--- src/design/population_std_deviation_macros.svh ---
// ----------------------------------------------------------------------------
// population_std_deviation_macros
// assertion macros shared by the standard deviation block
// ----------------------------------------------------------------------------
`ifndef POPULATION_STD_DEVIATION_MACROS_SVH
`define POPULATION_STD_DEVIATION_MACROS_SVH

`ifndef SYNTHESIS
// checked property, off while reset is asserted
`define PSD_ASSERT(name, clk, rst_n, prop, msg) \
    name: assert property (@(posedge clk) disable iff (!(rst_n)) (prop)) else $error(msg);
// checked property, active during reset too
`define PSD_ASSERT_ALWAYS(name, clk, prop, msg) \
    name: assert property (@(posedge clk) (prop)) else $error(msg);
`else
`define PSD_ASSERT(name, clk, rst_n, prop, msg)
`define PSD_ASSERT_ALWAYS(name, clk, prop, msg)
`endif

`endif

--- src/design/psd_pkg.sv ---
// ----------------------------------------------------------------------------
// psd_pkg
// widths, job record and sequencer states of the standard deviation block
// ----------------------------------------------------------------------------
package psd_pkg;

    // longest run that is accumulated
    localparam int unsigned MAX_COUNT = 4096;

    localparam int unsigned SAMPLE_W = 16;
    localparam int unsigned STD_W    = 23;
    localparam int unsigned FRAC_W   = 16;

    localparam int unsigned LOG_N   = $clog2(MAX_COUNT);
    localparam int unsigned CNT_W   = $clog2(MAX_COUNT + 1);
    localparam int unsigned SUM_W   = SAMPLE_W + LOG_N + 1;
    localparam int unsigned SQS_W   = 2 * SAMPLE_W - 1;
    localparam int unsigned SQ_W    = SQS_W + LOG_N;
    localparam int unsigned MAG_W   = SUM_W - 1;

    // n * S2 in two halves
    localparam int unsigned SQ_LO_W = (SQ_W + 1) / 2;
    localparam int unsigned SQ_HI_W = SQ_W - SQ_LO_W;
    localparam int unsigned PLO_W   = CNT_W + SQ_LO_W;
    localparam int unsigned PHI_W   = CNT_W + SQ_HI_W;
    localparam int unsigned NPR_W   = CNT_W + SQ_W;
    localparam int unsigned MSQ_W   = 2 * MAG_W;
    localparam int unsigned DIFF_W  = (NPR_W > MSQ_W) ? NPR_W : MSQ_W;

    // scaled divide by n*n, then square root
    localparam int unsigned NSQ_W   = 2 * CNT_W;
    localparam int unsigned DVD_W   = DIFF_W + FRAC_W;
    localparam int unsigned ROOT_W  = STD_W + 1;
    localparam int unsigned RAD_W   = 2 * ROOT_W;
    localparam int unsigned SREM_W  = ROOT_W + 1;
    localparam int unsigned DSTEP_W = $clog2(DVD_W);
    localparam int unsigned RSTEP_W = $clog2(ROOT_W);
    localparam int unsigned STEP_W  = (DSTEP_W > RSTEP_W) ? DSTEP_W : RSTEP_W;

    localparam int unsigned QUEUE_DEPTH = 2;
    localparam int unsigned QPTR_W      = $clog2(QUEUE_DEPTH);
    localparam int unsigned QCNT_W      = $clog2(QUEUE_DEPTH + 1);

    // snapshot of one finished run
    typedef struct packed {
        logic                    ovf;
        logic [CNT_W-1:0]        cnt;
        logic signed [SUM_W-1:0] sum;
        logic [SQ_W-1:0]         sq;
    } job_t;

    typedef enum logic [2:0] {
        ST_IDLE,
        ST_MUL_LO,
        ST_MUL_HI,
        ST_SQR,
        ST_SUB,
        ST_DIV,
        ST_SQRT,
        ST_DONE
    } back_state_t;

endpackage

--- src/design/psd_front.sv ---
// ----------------------------------------------------------------------------
// psd_front
// accumulates count, sum and sum of squares, hands off a job at end of run
// ----------------------------------------------------------------------------
`include "population_std_deviation_macros.svh"

module psd_front (
    input  logic                                    aclk,
    input  logic                                    aresetn,
    input  logic                                    s_valid,
    output logic                                    s_ready,
    input  logic signed [psd_pkg::SAMPLE_W-1:0]     s_sample,
    input  logic                                    s_last,
    input  logic                                    queue_ready,
    output logic                                    push_valid,
    output psd_pkg::job_t                           push_job
);

    logic [psd_pkg::CNT_W-1:0]        cnt_reg, cnt_next, cnt_acc;
    logic signed [psd_pkg::SUM_W-1:0] sum_reg, sum_next, sum_acc;
    logic [psd_pkg::SQ_W-1:0]         sq_reg, sq_next, sq_acc;
    logic                             too_many_reg, too_many_next, ovf_acc;
    logic signed [2*psd_pkg::SAMPLE_W-1:0] prod;
    logic                             take;
    logic                             room;

    always_comb begin
        take    = s_valid && queue_ready;
        room    = cnt_reg < psd_pkg::CNT_W'(psd_pkg::MAX_COUNT);
        prod    = s_sample * s_sample;
        cnt_acc = room ? cnt_reg + psd_pkg::CNT_W'(1) : cnt_reg;
        sum_acc = room ? sum_reg + psd_pkg::SUM_W'(s_sample) : sum_reg;
        sq_acc  = room ? sq_reg + psd_pkg::SQ_W'(prod[psd_pkg::SQS_W-1:0]) : sq_reg;
        ovf_acc = too_many_reg | ~room;

        push_valid   = take && s_last;
        push_job.ovf = ovf_acc;
        push_job.cnt = cnt_acc;
        push_job.sum = sum_acc;
        push_job.sq  = sq_acc;

        cnt_next      = cnt_reg;
        sum_next      = sum_reg;
        sq_next       = sq_reg;
        too_many_next = too_many_reg;
        if (take) begin
            if (s_last) begin
                cnt_next      = '0;
                sum_next      = '0;
                sq_next       = '0;
                too_many_next = 1'b0;
            end else begin
                cnt_next      = cnt_acc;
                sum_next      = sum_acc;
                sq_next       = sq_acc;
                too_many_next = ovf_acc;
            end
        end
    end

    assign s_ready = queue_ready;

    always_ff @(posedge aclk) begin
        if (!aresetn) begin
            cnt_reg      <= '0;
            sum_reg      <= '0;
            sq_reg       <= '0;
            too_many_reg <= 1'b0;
        end else begin
            cnt_reg      <= cnt_next;
            sum_reg      <= sum_next;
            sq_reg       <= sq_next;
            too_many_reg <= too_many_next;
        end
    end

    `PSD_ASSERT(a_cnt_bound, aclk, aresetn, cnt_reg <= psd_pkg::CNT_W'(psd_pkg::MAX_COUNT), "sample count beyond limit")

endmodule

--- src/design/psd_fifo.sv ---
// ----------------------------------------------------------------------------
// psd_fifo
// short job queue between accumulator and arithmetic sequencer
// ----------------------------------------------------------------------------
`include "population_std_deviation_macros.svh"

module psd_fifo (
    input  logic          aclk,
    input  logic          aresetn,
    input  logic          push_valid,
    input  psd_pkg::job_t push_job,
    output logic          push_ready,
    input  logic          pop,
    output logic          pop_valid,
    output psd_pkg::job_t pop_job
);

    psd_pkg::job_t              slot_reg [psd_pkg::QUEUE_DEPTH];
    logic [psd_pkg::QPTR_W-1:0] wr_ptr_reg, wr_ptr_next;
    logic [psd_pkg::QPTR_W-1:0] rd_ptr_reg, rd_ptr_next;
    logic [psd_pkg::QCNT_W-1:0] count_reg, count_next;
    logic                       do_push;

    always_comb begin
        push_ready  = count_reg != psd_pkg::QCNT_W'(psd_pkg::QUEUE_DEPTH);
        pop_valid   = count_reg != '0;
        pop_job     = slot_reg[rd_ptr_reg];
        do_push     = push_valid && push_ready;
        wr_ptr_next = wr_ptr_reg;
        rd_ptr_next = rd_ptr_reg;
        if (do_push) begin
            wr_ptr_next = (wr_ptr_reg == psd_pkg::QPTR_W'(psd_pkg::QUEUE_DEPTH - 1)) ?
                          '0 : wr_ptr_reg + psd_pkg::QPTR_W'(1);
        end
        if (pop) begin
            rd_ptr_next = (rd_ptr_reg == psd_pkg::QPTR_W'(psd_pkg::QUEUE_DEPTH - 1)) ?
                          '0 : rd_ptr_reg + psd_pkg::QPTR_W'(1);
        end
        count_next = count_reg + psd_pkg::QCNT_W'(do_push) - psd_pkg::QCNT_W'(pop);
    end

    always_ff @(posedge aclk) begin
        if (!aresetn) begin
            wr_ptr_reg <= '0;
            rd_ptr_reg <= '0;
            count_reg  <= '0;
        end else begin
            wr_ptr_reg <= wr_ptr_next;
            rd_ptr_reg <= rd_ptr_next;
            count_reg  <= count_next;
        end
    end

    always_ff @(posedge aclk) begin
        if (do_push) begin
            slot_reg[wr_ptr_reg] <= push_job;
        end
    end

    `PSD_ASSERT(a_pop_nonempty, aclk, aresetn, pop |-> (count_reg != '0), "pop from empty queue")
    `PSD_ASSERT(a_count_bound, aclk, aresetn, count_reg <= psd_pkg::QCNT_W'(psd_pkg::QUEUE_DEPTH), "queue count beyond depth")

endmodule

--- src/design/psd_back.sv ---
// ----------------------------------------------------------------------------
// psd_back
// sequencer: variance numerator, scaled radix-2 divide, bit-pair square root
// ----------------------------------------------------------------------------
`include "population_std_deviation_macros.svh"

module psd_back (
    input  logic                          aclk,
    input  logic                          aresetn,
    input  logic                          job_valid,
    input  psd_pkg::job_t                 job,
    output logic                          job_pop,
    output logic                          m_valid,
    input  logic                          m_ready,
    output logic [psd_pkg::STD_W-1:0]     m_std_dev,
    output logic                          m_overflow
);

    psd_pkg::back_state_t state_reg, state_next;

    logic [psd_pkg::CNT_W-1:0]  cnt_reg;
    logic [psd_pkg::MAG_W-1:0]  mag_reg;
    logic [psd_pkg::SQ_W-1:0]   sq_reg;
    logic                       ovf_reg;
    logic                       zero_reg;
    logic [psd_pkg::PLO_W-1:0]  prod_lo_reg;
    logic [psd_pkg::PHI_W-1:0]  prod_hi_reg;
    logic [psd_pkg::NPR_W-1:0]  nprod_reg;
    logic [psd_pkg::MSQ_W-1:0]  magsq_reg;
    logic [psd_pkg::NSQ_W-1:0]  nsq_reg;
    logic [psd_pkg::DVD_W-1:0]  dvd_reg;
    logic [psd_pkg::NSQ_W-1:0]  rem_reg;
    logic [psd_pkg::SREM_W-1:0] srem_reg;
    logic [psd_pkg::ROOT_W-1:0] root_reg;
    logic [psd_pkg::STEP_W-1:0] step_reg;
    logic                       out_valid_reg;
    logic [psd_pkg::STD_W-1:0]  out_std_reg;
    logic                       out_ovf_reg;

    logic                        load_out;
    logic                        last_step;
    logic signed [psd_pkg::SUM_W-1:0] sum_abs;
    logic [psd_pkg::NSQ_W:0]     dtrial;
    logic                        dge;
    logic [psd_pkg::SREM_W+1:0]  strial_rem;
    logic [psd_pkg::SREM_W+1:0]  strial;
    logic                        sge;

    // next state and handshake
    always_comb begin
        state_next = state_reg;
        job_pop    = 1'b0;
        load_out   = 1'b0;
        last_step  = step_reg == '0;
        unique case (state_reg)
            psd_pkg::ST_IDLE: begin
                if (job_valid) begin
                    job_pop    = 1'b1;
                    state_next = psd_pkg::ST_MUL_LO;
                end
            end
            psd_pkg::ST_MUL_LO: state_next = psd_pkg::ST_MUL_HI;
            psd_pkg::ST_MUL_HI: state_next = psd_pkg::ST_SQR;
            psd_pkg::ST_SQR:    state_next = psd_pkg::ST_SUB;
            psd_pkg::ST_SUB:    state_next = psd_pkg::ST_DIV;
            psd_pkg::ST_DIV: begin
                if (last_step) begin
                    state_next = psd_pkg::ST_SQRT;
                end
            end
            psd_pkg::ST_SQRT: begin
                if (last_step) begin
                    state_next = psd_pkg::ST_DONE;
                end
            end
            psd_pkg::ST_DONE: begin
                if (!out_valid_reg || m_ready) begin
                    load_out   = 1'b1;
                    state_next = psd_pkg::ST_IDLE;
                end
            end
            default: state_next = psd_pkg::ST_IDLE;
        endcase
    end

    always_ff @(posedge aclk) begin
        if (!aresetn) begin
            state_reg <= psd_pkg::ST_IDLE;
        end else begin
            state_reg <= state_next;
        end
    end

    // one divide step and one square root step
    always_comb begin
        sum_abs    = (job.sum < 0) ? -job.sum : job.sum;
        dtrial     = {rem_reg, dvd_reg[psd_pkg::DVD_W-1]};
        dge        = dtrial >= {1'b0, nsq_reg};
        strial_rem = {srem_reg, dvd_reg[psd_pkg::RAD_W-1 -: 2]};
        strial     = {1'b0, root_reg, 2'b01};
        sge        = strial_rem >= strial;
    end

    // datapath
    always_ff @(posedge aclk) begin
        unique case (state_reg)
            psd_pkg::ST_IDLE: begin
                if (job_valid) begin
                    cnt_reg  <= job.cnt;
                    mag_reg  <= sum_abs[psd_pkg::MAG_W-1:0];
                    sq_reg   <= job.sq;
                    ovf_reg  <= job.ovf;
                    zero_reg <= job.cnt == '0;
                end
            end
            psd_pkg::ST_MUL_LO: begin
                prod_lo_reg <= psd_pkg::PLO_W'(cnt_reg) *
                               psd_pkg::PLO_W'(sq_reg[psd_pkg::SQ_LO_W-1:0]);
            end
            psd_pkg::ST_MUL_HI: begin
                prod_hi_reg <= psd_pkg::PHI_W'(cnt_reg) *
                               psd_pkg::PHI_W'(sq_reg[psd_pkg::SQ_W-1:psd_pkg::SQ_LO_W]);
            end
            psd_pkg::ST_SQR: begin
                magsq_reg <= psd_pkg::MSQ_W'(mag_reg) * psd_pkg::MSQ_W'(mag_reg);
                nprod_reg <= {prod_hi_reg, psd_pkg::SQ_LO_W'(0)} +
                             psd_pkg::NPR_W'(prod_lo_reg);
            end
            psd_pkg::ST_SUB: begin
                dvd_reg  <= {psd_pkg::DIFF_W'(nprod_reg) - psd_pkg::DIFF_W'(magsq_reg),
                             psd_pkg::FRAC_W'(0)};
                nsq_reg  <= psd_pkg::NSQ_W'(cnt_reg) * psd_pkg::NSQ_W'(cnt_reg);
                rem_reg  <= '0;
                step_reg <= psd_pkg::STEP_W'(psd_pkg::DVD_W - 1);
            end
            psd_pkg::ST_DIV: begin
                rem_reg <= dge ? psd_pkg::NSQ_W'(dtrial - {1'b0, nsq_reg})
                               : dtrial[psd_pkg::NSQ_W-1:0];
                dvd_reg <= {dvd_reg[psd_pkg::DVD_W-2:0], dge};
                if (last_step) begin
                    step_reg <= psd_pkg::STEP_W'(psd_pkg::ROOT_W - 1);
                    srem_reg <= '0;
                    root_reg <= '0;
                end else begin
                    step_reg <= step_reg - psd_pkg::STEP_W'(1);
                end
            end
            psd_pkg::ST_SQRT: begin
                srem_reg <= sge ? psd_pkg::SREM_W'(strial_rem - strial)
                                : psd_pkg::SREM_W'(strial_rem);
                root_reg <= {root_reg[psd_pkg::ROOT_W-2:0], sge};
                dvd_reg  <= {dvd_reg[psd_pkg::DVD_W-3:0], 2'b00};
                step_reg <= step_reg - psd_pkg::STEP_W'(1);
            end
            psd_pkg::ST_DONE: begin
                if (load_out) begin
                    out_std_reg <= zero_reg ? '0 : root_reg[psd_pkg::STD_W-1:0];
                    out_ovf_reg <= ovf_reg;
                end
            end
            default: begin
            end
        endcase
    end

    always_ff @(posedge aclk) begin
        if (!aresetn) begin
            out_valid_reg <= 1'b0;
        end else if (load_out) begin
            out_valid_reg <= 1'b1;
        end else if (m_ready) begin
            out_valid_reg <= 1'b0;
        end
    end

    assign m_valid    = out_valid_reg;
    assign m_std_dev  = out_std_reg;
    assign m_overflow = out_ovf_reg;

    `PSD_ASSERT(a_div_rem_bound, aclk, aresetn, (state_reg == psd_pkg::ST_DIV && nsq_reg != '0) |-> (rem_reg < nsq_reg), "divide remainder not below divisor")
    `PSD_ASSERT(a_done_holds, aclk, aresetn, (state_reg == psd_pkg::ST_DONE && out_valid_reg && !m_ready) |=> (state_reg == psd_pkg::ST_DONE), "result overwritten before taken")

endmodule

--- src/design/population_std_deviation.sv ---
// ----------------------------------------------------------------------------
// population_std_deviation
// streaming population standard deviation of signed 16-bit samples
// ----------------------------------------------------------------------------
//
//  channel   dir   handshake          payload
//  s_        in    s_valid/s_ready    s_sample[15:0] signed, s_last
//  m_        out   m_valid/m_ready    m_std_dev[22:0] (8 fraction bits), m_overflow
//
//  one sample per cycle while s_ready is high; the item with s_last snapshots
//  the run into a two-entry job queue and the accumulators clear for the next run
//  each job holds the sequencer from taking it through the product and subtraction
//  states, 72 divide steps and 24 square root steps to loading the result
//  reset is synchronous and active low; result data registers carry no reset
//  s_ready drops only while the job queue is full; a result waiting on
//  m_ready holds the next job in the sequencer's final state
//
`include "population_std_deviation_macros.svh"

module population_std_deviation (
    input  logic                                aclk,
    input  logic                                aresetn,
    // sample input
    input  logic                                s_valid,
    output logic                                s_ready,
    input  logic signed [psd_pkg::SAMPLE_W-1:0] s_sample,
    input  logic                                s_last,
    // result output
    output logic                                m_valid,
    input  logic                                m_ready,
    output logic [psd_pkg::STD_W-1:0]           m_std_dev,
    output logic                                m_overflow
);

    // front to queue
    logic          push_valid;
    logic          push_ready;
    psd_pkg::job_t push_job;

    // queue to sequencer
    logic          job_valid;
    logic          job_pop;
    psd_pkg::job_t job;

    // accumulator: count, sum and sum of squares per run
    psd_front u_front (
        .aclk        (aclk),
        .aresetn     (aresetn),
        .s_valid     (s_valid),
        .s_ready     (s_ready),
        .s_sample    (s_sample),
        .s_last      (s_last),
        .queue_ready (push_ready),
        .push_valid  (push_valid),
        .push_job    (push_job)
    );

    // finished runs wait here while the sequencer is busy
    psd_fifo u_fifo (
        .aclk       (aclk),
        .aresetn    (aresetn),
        .push_valid (push_valid),
        .push_job   (push_job),
        .push_ready (push_ready),
        .pop        (job_pop),
        .pop_valid  (job_valid),
        .pop_job    (job)
    );

    // n*S2 - S1^2, scaled divide by n^2, square root, output register
    psd_back u_back (
        .aclk       (aclk),
        .aresetn    (aresetn),
        .job_valid  (job_valid),
        .job        (job),
        .job_pop    (job_pop),
        .m_valid    (m_valid),
        .m_ready    (m_ready),
        .m_std_dev  (m_std_dev),
        .m_overflow (m_overflow)
    );

    // a run end is only taken when the queue has room for it
    `PSD_ASSERT(a_push_room, aclk, aresetn, push_valid |-> push_ready, "run end taken with queue full")

endmodule

--- config.mk ---
export PLATFORM = sky130hd
export DESIGN_NAME = population_std_deviation
export DESIGN_NICKNAME = d
export VERILOG_FILES = /design/src/design/psd_pkg.sv /design/src/design/psd_front.sv /design/src/design/psd_fifo.sv /design/src/design/psd_back.sv /design/src/design/population_std_deviation.sv
export VERILOG_INCLUDE_DIRS = /design/src /design/src/design
export SDC_FILE = /design/constraint.sdc
export NUM_CORES = 2
export LEC_CHECK = 0
export CAP_MARGIN = 40
export CORE_MARGIN = 3
export CORE_UTILIZATION = 60
export DETAILED_ROUTE_END_ITERATION = 10
export DONT_BUFFER_PORTS = 1
export PLACE_DENSITY = 0.76
export SYNTH_ARGS = -nofsm -noshare
export SYNTH_HDL_FRONTEND = slang
export SYNTH_HIERARCHICAL = 1
export SYNTH_SLANG_ARGS = --single-unit
--- constraint.sdc ---
create_clock -name aclk -period 29.2 [get_ports aclk]
set_input_delay 7.3 -clock aclk [delete_from_list [all_inputs] [get_ports aclk]]
set_output_delay 7.3 -clock aclk [all_outputs]
set_load 0.05 [all_outputs]
==> results.py <==
metrics = {
    "run_status": {
        "outcome": "finished clean",
    },
    "sta": {
        "hold_viol_final": 0,
        "final.setup_skew_ns": 0.0433,
        "tightestPinTransition_ns": 0.897,
        "rsz0062_at_grt": "no",
        "max-slew-margin-rel_pct": 40.2,
        "fmax_mhz": 67.4,
        "maxSlewViolCount": 0,
        "post-route-period-util_pct": 50.8,
        "setup_violations": 0,
        "setup_tns_ns": 0,
        "fin_crit_ns": 14.83,
    },
    "global_routing": {
        "grt_pass1_vias": 66567,
        "grt_usage_pct": 27.5,
        "grt_overflow": 0,
        "grt_max_degree": 78,
        "grt_pass1_wl_um": 345000,
        "antenna_found_initial": 1,
    },
    "detailed_routing": {
        "antenna_left": 0,
        "drtIter0Drc": 4159,
        "first_pass_iters": 6,
        "drt-total-wl_um": 208000,
        "vias": 62738,
        "drc": 0,
        "vias_per_cell": 5.71,
        "wl_per_cell_um": 18.9,
    },
    "floorplanning": {
        "io_pins": 47,
        "fp.coreArea_mm2": 0.149,
        "die_w_um": 394,
        "initial_utilization_pct": 60.7,
        "die_h_um": 394,
        "dieArea_mm2": 0.155,
        "rows": 141,
    },
    "cts": {
        "cts-hold-fix-buffers": 0,
        "cts_root_buf": "clkbuf_16",
        "cts_tree": "done",
        "h-tree-depth": 3,
        "path_clk_slew_ns": 0.06,
        "clock_latency_ns": 0.71,
        "cts_max_path_buffers": 3,
        "post_cts.repair.setup_buffers": 0,
        "cts_resized": 0,
        "cts.sinks": 736,
        "numCtsBuffers": 81,
    },
    "place": {
        "gp_congestion": 0.915,
        "hpwl_um": 161000,
        "io_buffers": 0,
    },
    "synthesis": {
        "synth_top_area_share_pct": 30.1,
        "synth_area_mm2": 0.0901,
        "ys_warn_count": 6,
        "seq_area_frac_synth_pct": 23.5,
        "synth_ff_type": "edfxtp_1",
        "yosysTopAreaCell": "fa_1",
        "synth.ff_latch_count": 736,
        "yosys-top-cells-area": "fa_1, edfxtp_1, ha_1",
        "yosysUniqueCellTypes": 95,
        "syn_area_per_cell_um2": 9.88,
        "ys_async_sr_fraction_pct": 0,
        "synth_edf_count": 641,
        "synthCells": 9125,
        "syn_nets": 11223,
    },
    "cells_and_area": {
        "nets": 11017,
        "largest_register_ffs": 172,
        "drive_above_1_share_pct": 4.17,
        "syn_to_final_growth_pct": 5.11,
    },
    "setup_path": {
        "r2r_setup_slack_ns": 20.24,
        "criticalPathCategory": "in2reg",
        "arrival_ns": 15.38,
        "cp_max_fo": 36,
        "cp.required_ns": 29.75,
        "timing.rr.start": "u_back/mag_reg[3]$_DFFE_PP_",
        "max_stage_delay_ns": 0.64,
        "start_kind": "input port",
        "crit_path_frequent_cell": "fa_1",
        "startpoint": "s_sample[15]",
        "timing.rr.end": "u_back/magsq_reg[53]$_DFFE_PN_",
        "crit_path_end_kind": "flip-flop",
        "r2r_cells": 25,
        "worstSetupEndpoint": "u_fifo/slot_reg[0][36]$_DFFE_PP_",
        "crit_path_top_delay_cell": "a211oi_2",
    },
    "worst_hold_path": {
        "hp-class": "reg2reg",
    },
    "flow_run": {
        "maxCapViolCount": 0,
    },
}
[synth_stat cells (74+ instances only)]
master and number:
inv_1 1841, fa_1 1356, nand2_1 967, ha_1 721, edfxtp_1 641, and2_1 461, nor2_1 387, clkbuf_1 347
a21oi_1 319, o21ai_0 274, xnor2_1 267, a21o_1 162, xor2_1 148, dfxtp_1 95, a22oi_1 93, nand3_1 79
nor3_1 74
[critical path, delay by kind of cell]
| family | cells | cell delay (ns) |
|---|---|---|
| compound gates | 11 | 2.64 |
| xor+xnor | 2 | 0.36 |
| fa+ha+maj | 8 | 3.40 |
| buf+inv | 3 | 0.47 |
| mux | 1 | 0.22 |
| simple gates | 4 | 0.95 |
[metal layers]
layer	track usage [%]	vias up	part of all wire (%)
met3	4.14	420	6.5
li1	-	28706	-
met4	9.08	0	3.4
met2	45.9	2081	49
met1	36.9	31531	41
met5	0	-	0
[cells by family (layout without fill, tap and decap cells)]
group | count (synthesis) | after routing | share of synthesized area (%)
and+or+nand+nor | 2267 | 2267 | 11.9
buffers and inverters | 2213 | 2074 | 9.34
adders and majority gates | 2077 | 2077 | 40.1
AOI/OAI and AO/OA | 1267 | 1267 | 9.18
DFF | 736 | 736 | 23.5
xor gates and xnor gates | 415 | 415 | 4.03
muxes | 150 | 150 | 1.97
other | 0 | 1 | 0
[area by class of cell]
class | instances | area (µm²)
clock inverter | 50 | 628
clock buffer | 100 | 2180
inverter | 1843 | 6920
sequential | 736 | 21200
multi-input combinational | 6176 | 60600
timing repair buffer | 81 | 717
antenna | 1 | 2.50
fill | 11855 | 53800
tap | 2002 | 2500
[per-stage QoR]
step	area (µm²)	cells	hold WS, ns	utilization [%]	setup WS, ns
final	94700	10989	0.418	63.8	14.37
after global routing	94700	10988	0.426	63.8	13.84
after CTS	94700	10988	0.419	63.8	14.47
after detailed placement	91900	10838	0.405	61.9	13.70
after global placement	91700	10829	0.403	61.8	13.80
after floorplan	90100	9125	0.400	-	14.09
[cell usage in the layout, fill, tap and decap left out, types with 16 or more instances in the layout]
cell type  synthesis  final
nor3_1            74     73
a31oi_1           37     37
nand2_1          967    964
or3_1             23     23
o211ai_1          16     16
dfxtp_1           95     93
a22o_1            17     17
nor2b_1           56     52
or2_2             16     16
and3_1            38     37
a21o_1           162    162
mux2i_1           52     52
mux2_4            40     40
mux2_2            58     58
o21a_1            48     48
nand2b_1          52     52
a21oi_1          319    318
buf_4              2     72
a211oi_1          42     42
edfxtp_1         641    641
nand4_1           52     52
fa_1            1356   1356
xnor2_1          267    267
xor2_1           148    148
nor2_1           387    386
o31ai_1           36     36
o21ai_0          274    274
nand3_1           79     79
o21bai_1          40     40
a22oi_1           93     93
and2_1           461    459
clkbuf_16          0     81
nor4_1            19     19
ha_1             721    721
inv_1           1841   1840
[worst min path at each step]
stage / cells past startpoint / endpoint / slack, ns / start
after floorplan: 0 / u_back/m_overflow$_DFFE_PP_ / 0.40 / u_back/ovf_reg$_DFFE_PP_
after detailed placement: 0 / u_back/nprod_reg[4]$_DFFE_PN_ / 0.40 / u_back/prod_lo_reg[4]$_DFFE_PP_
after CTS: 0 / u_back/nprod_reg[4]$_DFFE_PN_ / 0.42 / u_back/prod_lo_reg[4]$_DFFE_PP_
after global placement: 0 / u_back/nprod_reg[2]$_DFFE_PN_ / 0.40 / u_back/prod_lo_reg[2]$_DFFE_PP_
final: 0 / u_back/nprod_reg[6]$_DFFE_PN_ / 0.42 / u_back/prod_lo_reg[6]$_DFFE_PP_
after global routing: 0 / u_back/nprod_reg[21]$_DFFE_PN_ / 0.43 / u_back/prod_lo_reg[21]$_DFFE_PP_
Power is not shown: default switching activity piles up to over one toggle a cycle in this logic, so the estimate is an artifact.
